--- config.mk ---
export PLATFORM = sky130hd
export DESIGN_NAME = gaze_smoothing_dwell_detector_top
export DESIGN_NICKNAME = d
export VERILOG_FILES = /design/src/hdl/gsdd_pkg.sv /design/src/hdl/gaze_smoothing_dwell_detector_top.sv /design/src/hdl/gsdd_smooth.sv /design/src/hdl/gsdd_dwell.sv
export SDC_FILE = /design/constraint.sdc
export NUM_CORES = 2
export LEC_CHECK = 0
export BUFFER_PORTS_ARGS = -buffer_cell sky130_fd_sc_hd__buf_4
export CAP_MARGIN = 40
export CORE_UTILIZATION = 65
export CTS_CLUSTER_DIAMETER = 50
export DETAILED_ROUTE_END_ITERATION = 8
export PLACE_DENSITY = 0.9
export SYNTH_ARGS = -nofsm -noshare
export SYNTH_HDL_FRONTEND = slang
export SYNTH_SLANG_ARGS = --single-unit
--- constraint.sdc ---
create_clock -name clk -period 20.2 [get_ports clk]
set_input_delay 6.06 -clock clk [delete_from_list [all_inputs] [get_ports clk]]
set_output_delay 6.06 -clock clk [all_outputs]
set_load 0.01 [all_outputs]
--- src/hdl/gsdd_pkg.sv ---
// shared types, widths and constants for the gaze smoothing and dwell detector
// no dependencies; imported by every module of the block

package gsdd_pkg;

    localparam int COORD_WIDTH = 13;
    localparam int GAZE_W      = 16;
    localparam int BOX_W       = 12;
    localparam int SEC_W       = 8;
    localparam int RATE_W      = 10;
    localparam int DWELL_W     = 20;
    localparam int THR_W       = SEC_W + RATE_W;
    localparam int SUM_W       = COORD_WIDTH + 8;
    localparam int CMP_W       = (COORD_WIDTH + 1 > BOX_W) ? COORD_WIDTH + 1 : BOX_W;
    localparam int CFG_ADDR_W  = 3;
    localparam int CFG_DATA_W  = 32;

    // divide by five through a reciprocal, exact for inputs below 2**DIV_W
    localparam int DIV_W     = COORD_WIDTH + 3;
    localparam int DIV_SHIFT = DIV_W + 2;
    localparam logic [DIV_W:0] DIV_RECIP =
        (DIV_W + 1)'(((64'd1 << DIV_SHIFT) + 64'd4) / 64'd5);

    localparam logic [COORD_WIDTH-1:0] COORD_MAX_MAG = COORD_WIDTH'((1 << (COORD_WIDTH - 1)) - 1);
    localparam logic [COORD_WIDTH-1:0] COORD_MIN_MAG = COORD_WIDTH'(1 << (COORD_WIDTH - 1));

    localparam logic [RATE_W-1:0]  FRAME_MAX  = '1;
    localparam logic [DWELL_W-1:0] DWELL_MAX  = '1;
    localparam logic [RATE_W-1:0]  RATE_RESET = RATE_W'(24);
    localparam logic [BOX_W-1:0]   BOX_RESET  = BOX_W'(20);
    localparam logic [SEC_W-1:0]   SEC_RESET  = SEC_W'(2);
    localparam logic [1:0]         DECIMATE_LAST = 2'd3;

    typedef logic signed [COORD_WIDTH-1:0] coord_t;
    typedef logic signed [GAZE_W-1:0]      gaze_t;

    typedef enum logic [0:0] {
        REG_DWELL_BOX     = 1'b0,
        REG_DWELL_SECONDS = 1'b1
    } cfg_reg_t;

    typedef struct packed {
        logic step;
        logic second_boundary;
    } dwell_step_t;

    function automatic logic [DIV_W-1:0] div5(input logic [DIV_W-1:0] m);
        logic [2*DIV_W:0] prod;
        prod = {{(DIV_W + 1){1'b0}}, m} * {{DIV_W{1'b0}}, DIV_RECIP};
        return {1'b0, prod[DIV_SHIFT +: DIV_W - 1]};
    endfunction

endpackage

--- src/hdl/gaze_smoothing_dwell_detector_top.sv ---
// Gaze smoothing and dwell detector. Takes one gaze sample per clock while gaze_stall is low and
// gives one result per sample, held first in the input register and then in the result register.
// Every fourth sample moves the smoothed point to trunc(trunc(old*4/5) + gaze/80) per axis; every
// sample updates the frame count, the sample rate on a second boundary, and the dwell counter, which
// flags an image change once it passes dwell_seconds times the rate. The sustained rate is one
// sample per cycle while result_stall is low, since the dwell and rate state is updated as each
// sample leaves the input register; an input register and a result register separate the two
// channels, so one more sample is still taken while a finished result waits. Configuration
// registers: dwell_box at byte address 0, dwell_seconds at byte address 4.
// depends on gsdd_pkg, gsdd_smooth, gsdd_dwell

module gaze_smoothing_dwell_detector_top (
    input  logic                              clk,
    input  logic                              rst_n,
    input  logic                              gaze_valid,
    output logic                              gaze_stall,
    input  gsdd_pkg::gaze_t                   gaze_x,
    input  gsdd_pkg::gaze_t                   gaze_y,
    input  logic                              second_boundary,
    output logic                              result_valid,
    input  logic                              result_stall,
    output gsdd_pkg::coord_t                  smooth_x,
    output gsdd_pkg::coord_t                  smooth_y,
    output logic                              smooth_updated,
    output logic                              change_image,
    output logic [gsdd_pkg::RATE_W-1:0]       sample_rate,
    input  logic                              psel,
    input  logic                              penable,
    input  logic                              pwrite,
    input  logic [gsdd_pkg::CFG_ADDR_W-1:0]   paddr,
    input  logic [gsdd_pkg::CFG_DATA_W-1:0]   pwdata,
    output logic [gsdd_pkg::CFG_DATA_W-1:0]   prdata,
    output logic                              pready
);
    import gsdd_pkg::*;

    logic [BOX_W-1:0] dwell_box_reg;
    logic [SEC_W-1:0] dwell_seconds_reg;
    cfg_reg_t         cfg_sel;
    logic             cfg_write;

    logic  in_full_reg;
    logic  in_full_next;
    gaze_t gx_reg;
    gaze_t gy_reg;
    logic  boundary_reg;
    logic  accept;
    logic  step;
    logic  update;

    logic [1:0] decimate_reg;
    logic [1:0] decimate_next;

    coord_t            avg_x_next;
    coord_t            avg_y_next;
    logic              change;
    logic [RATE_W-1:0] rate_next;
    dwell_step_t       dwell_ctl;

    logic              result_valid_reg;
    logic              result_valid_next;
    coord_t            smooth_x_reg;
    coord_t            smooth_y_reg;
    logic              smooth_updated_reg;
    logic              change_image_reg;
    logic [RATE_W-1:0] sample_rate_reg;

    // configuration port
    assign pready    = 1'b1;
    assign cfg_sel   = cfg_reg_t'(paddr[2]);
    assign cfg_write = psel && penable && pwrite && pready;

    always_comb
    begin
        case (cfg_sel)
            REG_DWELL_BOX:     prdata = CFG_DATA_W'(dwell_box_reg);
            REG_DWELL_SECONDS: prdata = CFG_DATA_W'(dwell_seconds_reg);
            default:           prdata = '0;
        endcase
    end

    always_ff @(posedge clk or negedge rst_n)
    begin
        if (!rst_n)
        begin
            dwell_box_reg     <= BOX_RESET;
            dwell_seconds_reg <= SEC_RESET;
        end
        else if (cfg_write)
        begin
            case (cfg_sel)
                REG_DWELL_BOX:     dwell_box_reg     <= pwdata[BOX_W-1:0];
                REG_DWELL_SECONDS: dwell_seconds_reg <= pwdata[SEC_W-1:0];
                default:           dwell_box_reg     <= dwell_box_reg;
            endcase
        end
    end

    // input register feeds the state update when the result register can take it
    assign step         = in_full_reg && !(result_valid_reg && result_stall);
    assign gaze_stall   = in_full_reg && result_valid_reg && result_stall;
    assign accept       = gaze_valid && !gaze_stall;
    assign in_full_next = accept || (in_full_reg && !step);

    assign update        = step && (decimate_reg == DECIMATE_LAST);
    assign decimate_next = step ? decimate_reg + 2'd1 : decimate_reg;

    always_ff @(posedge clk or negedge rst_n)
    begin
        if (!rst_n)
        begin
            in_full_reg  <= 1'b0;
            decimate_reg <= '0;
        end
        else
        begin
            in_full_reg  <= in_full_next;
            decimate_reg <= decimate_next;
        end
    end

    always_ff @(posedge clk)
    begin
        if (accept)
        begin
            gx_reg       <= gaze_x;
            gy_reg       <= gaze_y;
            boundary_reg <= second_boundary;
        end
    end

    gsdd_smooth u_smooth_x (
        .clk      (clk),
        .rst_n    (rst_n),
        .update   (update),
        .gaze     (gx_reg),
        .avg_next (avg_x_next)
    );

    gsdd_smooth u_smooth_y (
        .clk      (clk),
        .rst_n    (rst_n),
        .update   (update),
        .gaze     (gy_reg),
        .avg_next (avg_y_next)
    );

    assign dwell_ctl.step            = step;
    assign dwell_ctl.second_boundary = boundary_reg;

    gsdd_dwell u_dwell (
        .clk           (clk),
        .rst_n         (rst_n),
        .ctl           (dwell_ctl),
        .avg_x         (avg_x_next),
        .avg_y         (avg_y_next),
        .dwell_box     (dwell_box_reg),
        .dwell_seconds (dwell_seconds_reg),
        .change_image  (change),
        .rate_next     (rate_next)
    );

    // result register
    assign result_valid_next = step || (result_valid_reg && result_stall);

    always_ff @(posedge clk or negedge rst_n)
    begin
        if (!rst_n)
            result_valid_reg <= 1'b0;
        else
            result_valid_reg <= result_valid_next;
    end

    always_ff @(posedge clk)
    begin
        if (step)
        begin
            smooth_x_reg       <= avg_x_next;
            smooth_y_reg       <= avg_y_next;
            smooth_updated_reg <= update;
            change_image_reg   <= change;
            sample_rate_reg    <= rate_next;
        end
    end

    assign result_valid   = result_valid_reg;
    assign smooth_x       = smooth_x_reg;
    assign smooth_y       = smooth_y_reg;
    assign smooth_updated = smooth_updated_reg;
    assign change_image   = change_image_reg;
    assign sample_rate    = sample_rate_reg;

`ifndef SYNTHESIS
    a_decimate_wrap: assert property (@(posedge clk) disable iff (!rst_n)
        update |=> decimate_reg == '0)
        else $error("decimation count did not wrap after an update");

    a_stall_full: assert property (@(posedge clk) disable iff (!rst_n)
        gaze_stall |-> in_full_reg && result_valid_reg)
        else $error("input stalled with room in the pipeline");
`endif

endmodule

--- src/hdl/gsdd_smooth.sv ---
// one axis of the smoothed gaze point: average register and 4/5 prescale
// depends on gsdd_pkg

module gsdd_smooth (
    input  logic            clk,
    input  logic            rst_n,
    input  logic            update,
    input  gsdd_pkg::gaze_t gaze,
    output gsdd_pkg::coord_t avg_next
);
    import gsdd_pkg::*;

    coord_t avg_reg;
    coord_t scale_reg;
    coord_t scale_next;

    logic [DIV_W-1:0]       old_mag;
    logic [DIV_W-1:0]       old_q;
    logic signed [SUM_W-1:0] scale_ext;
    logic signed [SUM_W-1:0] sum;
    logic [SUM_W-1:0]       sum_mag;
    logic [DIV_W-1:0]       new_q;
    logic [COORD_WIDTH-1:0] new_mag;
    logic                   new_neg;
    coord_t                 avg_calc;

    // trunc(avg*4/5), refreshed every cycle; updates are at least four
    // samples apart so it has settled before the next use
    always_comb
    begin
        old_mag    = avg_reg[COORD_WIDTH-1] ? DIV_W'(-avg_reg) : DIV_W'(avg_reg);
        old_mag    = DIV_W'(old_mag[COORD_WIDTH-1:0]) << 2;
        old_q      = div5(old_mag);
        scale_next = avg_reg[COORD_WIDTH-1] ? -coord_t'(old_q[COORD_WIDTH-1:0])
                                            : coord_t'(old_q[COORD_WIDTH-1:0]);
    end

    // trunc((a*80 + gaze)/80) as sign, magnitude >> 4, then divide by five
    always_comb
    begin
        scale_ext = {{(SUM_W - COORD_WIDTH){scale_reg[COORD_WIDTH-1]}}, scale_reg};
        sum       = (scale_ext <<< 6) + (scale_ext <<< 4)
                  + {{(SUM_W - GAZE_W){gaze[GAZE_W-1]}}, gaze};
        new_neg   = sum[SUM_W-1];
        sum_mag   = new_neg ? SUM_W'(-sum) : SUM_W'(sum);
        new_q     = div5(sum_mag[4 +: DIV_W]);
        if (!new_neg && (new_q > DIV_W'(COORD_MAX_MAG)))
            new_mag = COORD_MAX_MAG;
        else if (new_neg && (new_q > DIV_W'(COORD_MIN_MAG)))
            new_mag = COORD_MIN_MAG;
        else
            new_mag = new_q[COORD_WIDTH-1:0];
        avg_calc  = new_neg ? -coord_t'(new_mag) : coord_t'(new_mag);
        avg_next  = update ? avg_calc : avg_reg;
    end

    always_ff @(posedge clk or negedge rst_n)
    begin
        if (!rst_n)
        begin
            avg_reg   <= '0;
            scale_reg <= '0;
        end
        else
        begin
            avg_reg   <= avg_next;
            scale_reg <= scale_next;
        end
    end

`ifndef SYNTHESIS
    a_avg_hold: assert property (@(posedge clk) disable iff (!rst_n)
        !update |=> $stable(avg_reg))
        else $error("smoothed point changed without an update");
`endif

endmodule

--- src/hdl/gsdd_dwell.sv ---
// sample rate measurement, dwell counting and image change decision
// depends on gsdd_pkg

module gsdd_dwell (
    input  logic                          clk,
    input  logic                          rst_n,
    input  gsdd_pkg::dwell_step_t         ctl,
    input  gsdd_pkg::coord_t              avg_x,
    input  gsdd_pkg::coord_t              avg_y,
    input  logic [gsdd_pkg::BOX_W-1:0]    dwell_box,
    input  logic [gsdd_pkg::SEC_W-1:0]    dwell_seconds,
    output logic                          change_image,
    output logic [gsdd_pkg::RATE_W-1:0]   rate_next
);
    import gsdd_pkg::*;

    coord_t             prev_x_reg;
    coord_t             prev_y_reg;
    logic [RATE_W-1:0]  frame_count_reg;
    logic [RATE_W-1:0]  frame_count_next;
    logic [RATE_W-1:0]  rate_reg;
    logic [DWELL_W-1:0] dwell_count_reg;
    logic [DWELL_W-1:0] dwell_count_next;

    logic [RATE_W-1:0]        frame_inc;
    logic signed [COORD_WIDTH:0] diff_x;
    logic signed [COORD_WIDTH:0] diff_y;
    logic [COORD_WIDTH:0]     mag_x;
    logic [COORD_WIDTH:0]     mag_y;
    logic                     in_box;
    logic [DWELL_W-1:0]       dwell_inc;
    logic [THR_W-1:0]         threshold;

    always_comb
    begin
        frame_inc = (frame_count_reg < FRAME_MAX) ? frame_count_reg + RATE_W'(1)
                                                  : frame_count_reg;
        if (ctl.second_boundary)
        begin
            rate_next        = frame_inc;
            frame_count_next = '0;
        end
        else
        begin
            rate_next        = rate_reg;
            frame_count_next = frame_inc;
        end
    end

    always_comb
    begin
        diff_x = {prev_x_reg[COORD_WIDTH-1], prev_x_reg} - {avg_x[COORD_WIDTH-1], avg_x};
        diff_y = {prev_y_reg[COORD_WIDTH-1], prev_y_reg} - {avg_y[COORD_WIDTH-1], avg_y};
        mag_x  = diff_x[COORD_WIDTH] ? (COORD_WIDTH + 1)'(-diff_x) : (COORD_WIDTH + 1)'(diff_x);
        mag_y  = diff_y[COORD_WIDTH] ? (COORD_WIDTH + 1)'(-diff_y) : (COORD_WIDTH + 1)'(diff_y);
        in_box = (CMP_W'(mag_x) <= CMP_W'(dwell_box)) && (CMP_W'(mag_y) <= CMP_W'(dwell_box));

        if (!in_box)
            dwell_inc = '0;
        else if (dwell_count_reg < DWELL_MAX)
            dwell_inc = dwell_count_reg + DWELL_W'(1);
        else
            dwell_inc = dwell_count_reg;

        threshold    = THR_W'(dwell_seconds) * THR_W'(rate_next);
        change_image = dwell_inc > DWELL_W'(threshold);
        dwell_count_next = change_image ? '0 : dwell_inc;
    end

    always_ff @(posedge clk or negedge rst_n)
    begin
        if (!rst_n)
        begin
            prev_x_reg      <= '0;
            prev_y_reg      <= '0;
            frame_count_reg <= '0;
            rate_reg        <= RATE_RESET;
            dwell_count_reg <= '0;
        end
        else if (ctl.step)
        begin
            prev_x_reg      <= avg_x;
            prev_y_reg      <= avg_y;
            frame_count_reg <= frame_count_next;
            rate_reg        <= rate_next;
            dwell_count_reg <= dwell_count_next;
        end
    end

`ifndef SYNTHESIS
    a_change_clears: assert property (@(posedge clk) disable iff (!rst_n)
        ctl.step && change_image |=> dwell_count_reg == '0)
        else $error("dwell count not cleared after image change");

    a_boundary_clears: assert property (@(posedge clk) disable iff (!rst_n)
        ctl.step && ctl.second_boundary |=> frame_count_reg == '0 && rate_reg != '0)
        else $error("second boundary did not restart the frame count");

    a_idle_hold: assert property (@(posedge clk) disable iff (!rst_n)
        !ctl.step |=> $stable(dwell_count_reg) && $stable(frame_count_reg)
                      && $stable(rate_reg))
        else $error("dwell state changed without a sample");
`endif

endmodule
* Word level (Yosys, flattened, before mapping)
Cells that the tools add are included.
Cells by class: bitwise operators 1, multipliers 5, add/sub/neg operators 19, order comparisons 9, eq/ne operators 1, mux-type cells 23, reduce and logical (&&, ||, !) cells 23
Operator list (number):
- $mux 13 | 12
- $mux 20 | 5
- $neg 13->13 | 6
- $mul 16x16->32 const B | 2
- $pmux 32 s2 | 1
- $mul 13x16->29 const B | 2
- $add 20x16->21 | 2
- $add 19x17->20 | 2
- $neg 20->20 | 2
- $mux 10 | 3
- $gt 14x12->1 const B | 2
- $gt 14x13->1 const B | 2
- $le 14x12->1 | 2
- $mux 14 | 2
- $neg 14->14 | 2
- $sub 13x13->14 | 2
- $add 20x1->20 const B | 1
- $gt 20x18->1 | 1
- $lt 20x20->1 const B | 1
- $mul 8x10->18 | 1
- $logic_and 1x1->1 | 14
- $add 10x1->10 const B | 1
- $lt 10x10->1 const B | 1
- $logic_not 1->1 | 5
- other kinds (5) | 7
Word-level totals: bits of input ports 75, output and inout port bits 73, register bits after elaboration 213

* Depth between registers and ports, before layout
depth after elaboration 20, mapped depth 88

* Cells and area by module
From an unflattened synthesis, not the netlist that was laid out.
Second synthesis, totals: cell total of the unflattened synthesis 3820, area, all modules 35044.9 um^2
By module, submodules not included:
- gsdd_smooth (u_smooth_x) | area an instance 11403.4 um^2, seq. area each 650.6 um^2, cells an instance 1307, instances 1
- gsdd_smooth (u_smooth_y) | area an instance 11207.0 um^2, seq. area each 650.6 um^2, cells an instance 1266, instances 1
- gsdd_dwell | area an instance 9023.7 um^2, seq. area each 1654.1 um^2, cells an instance 1083, instances 1
- gaze_smoothing_dwell_detector_top | area an instance 3410.8 um^2, seq. area each 2736.4 um^2, cells an instance 164, instances 1

* Least setup slack after synthesis
Ideal clock, no wire load.
path type reg-to-reg, start reg gy_reg[6], end reg u_dwell.dwell_count_reg[11], setup slack 2.594 ns, required time 20.136 ns, buffers on the path 6, cell stages (with the launch flop) 84, arrival 17.542 ns, cell sequence edfxtp_1 fa_1 inv_1 fa_1 nor2b_1 o21ai_0 a21boi_0 o21ai_0 a21boi_0 o21a_1 o21a_1 o21ai_0 or2_2 o31ai_1 a31oi_1 xor2_1 xnor2_1 ha_1 [... 48 more ...] clkbuf_1 clkbuf_1 a21oi_1 ha_1 a21o_1 a21o_1 a21o_1 a21o_1 a21o_1 a21oi_1 o211ai_1 a211o_1 o211ai_1 nand3_1 nor3_1 clkbuf_1 a21boi_0 a21o_1
Between the ends: word-level cells in the longest chain between the ends 19
RTL lines:
- start: declaration | RTL line gaze_smoothing_dwell_detector_top.sv:45 | gaze_t gy_reg;
- start signal: assignment | RTL line gaze_smoothing_dwell_detector_top.sv:127 | gy_reg <= gaze_y;
- $add 20x16->21 * | RTL line gsdd_smooth.sv:43 | + {{(SUM_W - GAZE_W){gaze[GAZE_W-1]}}, gaze};
- $neg 20->20 | RTL line gsdd_smooth.sv:45 | sum_mag = new_neg ? SUM_W'(-sum) : SUM_W'(sum);
- $mux 20 | RTL line gsdd_smooth.sv:45
- $mul 16x16->32 | RTL line gsdd_pkg.sv:49 | prod = {{(DIV_W + 1){1'b0}}, m} * {{DIV_W{1'b0}}, DIV_RECIP};
- $gt 14x13->1 | RTL line gsdd_smooth.sv:49 | else if (new_neg && (new_q > DIV_W'(COORD_MIN_MAG)))
- $logic_and 1x1->1 | RTL line gsdd_smooth.sv:49
- $mux 13 | RTL line gsdd_smooth.sv:49
- $mux 13 | RTL line gsdd_smooth.sv:47 | if (!new_neg && (new_q > DIV_W'(COORD_MAX_MAG)))
- [... 3 more ...]
- $sub 13x13->14 * | RTL line gsdd_dwell.sv:53 | diff_y = {prev_y_reg[COORD_WIDTH-1], prev_y_reg} - {avg_y[COORD_WIDTH-1], avg_y};
- $neg 14->14 | RTL line gsdd_dwell.sv:55 | mag_y = diff_y[COORD_WIDTH] ? (COORD_WIDTH + 1)'(-diff_y) : (COORD_WIDTH + 1)'(diff_y);
- $mux 14 * | RTL line gsdd_dwell.sv:55
- $le 14x12->1 * | RTL line gsdd_dwell.sv:56 | in_box = (CMP_W'(mag_x) <= CMP_W'(dwell_box)) && (CMP_W'(mag_y) <= CMP_W'(dwell_box));
- $logic_and 1x1->1 * | RTL line gsdd_dwell.sv:56
- $mux 20 * | RTL line gsdd_dwell.sv:58 | if (!in_box)
- $gt 20x18->1 | RTL line gsdd_dwell.sv:66 | change_image = dwell_inc > DWELL_W'(threshold);
- $mux 20 * | RTL line gsdd_dwell.sv:67 | dwell_count_next = change_image ? '0 : dwell_inc;
- end signal: assignment | RTL line gsdd_dwell.sv:86 | dwell_count_reg <= dwell_count_next;
- end: declaration | RTL line gsdd_dwell.sv:22 | logic [DWELL_W-1:0] dwell_count_reg;
Mark *: on every way between the ends. The rest lies on a longest branch, timed or not. A chain may end at the register's enable or synchronous reset.

* Worst setup path after layout
start reg gx_reg[6], end reg u_dwell.dwell_count_reg[11]
Between the ends: word-level cells in the longest chain between the ends 19
RTL lines:
- start: declaration | RTL line gaze_smoothing_dwell_detector_top.sv:44 | gaze_t gx_reg;
- start signal: assignment | RTL line gaze_smoothing_dwell_detector_top.sv:126 | gx_reg <= gaze_x;
- $add 20x16->21 * | RTL line gsdd_smooth.sv:43
- $neg 20->20 | RTL line gsdd_smooth.sv:45
- $mux 20 | RTL line gsdd_smooth.sv:45
- $mul 16x16->32 | RTL line gsdd_pkg.sv:49
- $gt 14x13->1 | RTL line gsdd_smooth.sv:49
- $logic_and 1x1->1 | RTL line gsdd_smooth.sv:49
- $mux 13 | RTL line gsdd_smooth.sv:49
- $mux 13 | RTL line gsdd_smooth.sv:47
- [... 3 more ...]
- $sub 13x13->14 * | RTL line gsdd_dwell.sv:52 | diff_x = {prev_x_reg[COORD_WIDTH-1], prev_x_reg} - {avg_x[COORD_WIDTH-1], avg_x};
- $neg 14->14 | RTL line gsdd_dwell.sv:54 | mag_x = diff_x[COORD_WIDTH] ? (COORD_WIDTH + 1)'(-diff_x) : (COORD_WIDTH + 1)'(diff_x);
- $mux 14 * | RTL line gsdd_dwell.sv:54
- $le 14x12->1 * | RTL line gsdd_dwell.sv:56
- $logic_and 1x1->1 * | RTL line gsdd_dwell.sv:56
- $mux 20 * | RTL line gsdd_dwell.sv:58
- $gt 20x18->1 | RTL line gsdd_dwell.sv:66
- $mux 20 * | RTL line gsdd_dwell.sv:67
Marks and branches as above.

==> qor.yml <==
worstHoldPathType: "flop to flop"
finalHoldViolCount: 0
worstSetupEndpointType: "flop"
grt_pass1_vias: 27800
synth_edf_count: 71
antenna_found_initial: 0
fin_ws_ps: 1310
yosys.area.top_type_share_pct: 21.2
route.detailed.drc: 0
ys_types: 95
post-route-util_pct: 71.0
finalSetupTns_ps: 0
critPathLaunchType: "flop"
grt_max_degree: 74
rsz0062_at_grt: "no"
syn2layout_area_growth_pct: 7.57
cap_violations: 0
slew_violations: 0
synth.cell_area_um2: 33900
route.vias.total: 27200
cp_max_fo: 21
path_class: "flop to flop"
preCtsSetupSlack_ps: 1060
synth_flop_cell: "dfrtp_1"
numCtsBuffers: 31
post-dp-hpwl_mm: 65.9
ys_warn_count: 0
yosysSeqAreaShare_pct: 16.8
clock-sinks: 213
worst-slew-pin-transition_ps: 1010
syn_area_per_cell_um2: 9.13
firstDrtPassIters: 7
slowest_delay_ps: 580
period_share_pct: 93.5
die_width_um: 230
wire_per_inst_um: 18.4
rows: 83
die-area_um2: 53100
fmax_mhz: 52.9
portBuffers: 104
cpMostUsedCell: "a21o_1"
largest_register_ffs: 20
die_height_um: 230
nets: 4764
finalClockSkew_ps: 36.6
clockRootBuffer: "clkbuf_16"
grt_usage_pct: 31.6
final_layout_size_suffix_gt1_share_pct: 7.28
ys_top_cells_by_area: "ha_1 21%, fa_1 20%, dfrtp_1 10%"
crit_arrival_ps: 19430
max_slew_margin_pct: 32.9
ios: 148
globalplace.congestion: 0.996
synth_most_common_cell: "inv_1"
cts_buffer_depth: 3
htree_num_levels: 1
syn_inst: 3714
insertion_delay_ps: 620
hold_buffers: 0
drtAntennaViolNets: 0
path_clk_slew_ps: 60
wl_mm: 82.5
ys_ff_latch: 213
crit_required_ps: 20740
slowest_stage: "fa_1"
tritoncts: "done"
design.core.area_um2: 51400
viasPerCell: 6.07
yosys-top-cells-count: "637 x inv_1, 575 x ha_1, 334 x fa_1, 280 x nand2_1, 166 x nor2_1"
drt_iter0_drc: 2062
grt_pass1_wl_mm: 137
period_needed_ps: 18890
status: "complete, no violations"
overflow: 0
setup_viol: 0
start_util_pct: 66.0
synth_top_area_cell: "ha_1"
antenna_cells: 0
async_reset_ff_share_pct: 66.7
-- per-stage QoR --
step / std cells / area, µm² / hold slack, ps
finish: 4485 / 36500 / 458
global route: 4485 / 36500 / 479
CTS: 4483 / 36400 / 460
detailed placement: 4425 / 35300 / 450
global placement: 4418 / 35200 / 446
floorplan: 3733 / 34000 / 439
-- kinds of logic (layout without fill, tap and decap cells) --
family	Yosys count	count (layout)	synth area share, %
adder cells (fa/ha/maj)	909	909	40.9
AND/OR/NAND/NOR	889	889	13.1
buffers and inverters	749	821	8.55
AO/OA/AOI/OAI	682	682	13.4
XOR/XNOR	217	217	5.60
flip-flops	213	213	16.8
multiplexers	53	53	1.69
other	2	21	0.0221
-- layer usage --
metal	GRT usage, %	routed length (µm)
met5	0	0
met3	4.71	5790
met2	54.2	40000
met1	40.4	33700
met4	11.4	2990
-- critical path: cells and delay by family (launching register included) --
family          cells  cell delay [ps]
compound gates     41             8070
fa+ha+maj          13             5400
simple gates       16             3680
buf+inv             6              760
xor+xnor            3              470
flops               1              400
-- final cells by class --
type                       count  area (µm²)
multi-input combinational   2771       25500
fill                        3622       14900
sequential                   213        5690
inverter                     638        2390
timing repair buffer         125        1000
clock buffer                  40         882
tap                          680         851
clock inverter                18         204
-- final timing paths --
check | start | end | slack, ps | cells after the start
worst min-delay path | u_dwell.rate_reg[4]$_DFFE_PN1P_ | u_dwell.rate_reg[4]$_DFFE_PN1P_ | 460 | 2
worst min register to register | u_dwell.rate_reg[4]$_DFFE_PN1P_ | u_dwell.rate_reg[4]$_DFFE_PN1P_ | 460 | 2
worst max-delay path | gx_reg[6]$_DFFE_PP_ | u_dwell.dwell_count_reg[11]$_DFFE_PN0P_ | 1310 | 79
max in group asynchronous | rst_n | result_valid$_DFF_PN0_ | 13550 | 3
worst max register to register | gx_reg[6]$_DFFE_PP_ | u_dwell.dwell_count_reg[11]$_DFFE_PN0P_ | 1310 | 79
min in group asynchronous | rst_n | u_smooth_y.scale_reg[4]$_DFF_PN0_ | 5440 | 1
-- placed cells by master (no fill, tap or decap), drive strengths merged, types with 66 or more instances in the layout --
cell / instances
inv: 647
ha: 575
fa: 334
nand2: 280
nor2: 166
o21ai: 165
a21oi: 163
xnor2: 161
dfrtp: 137
buf: 123
edfxtp: 71
a21o: 66
-- what timing repair did --
action	in CTS	in global routing
buffers inserted	0	0
resized for setup	0	9
hold endpoints to repair	0	0
endpoints found under the setup margin	0	17
Power is left out: the tool's default activity adds up to more than one toggle a clock period on the data nets, which glitch-free logic cannot reach.
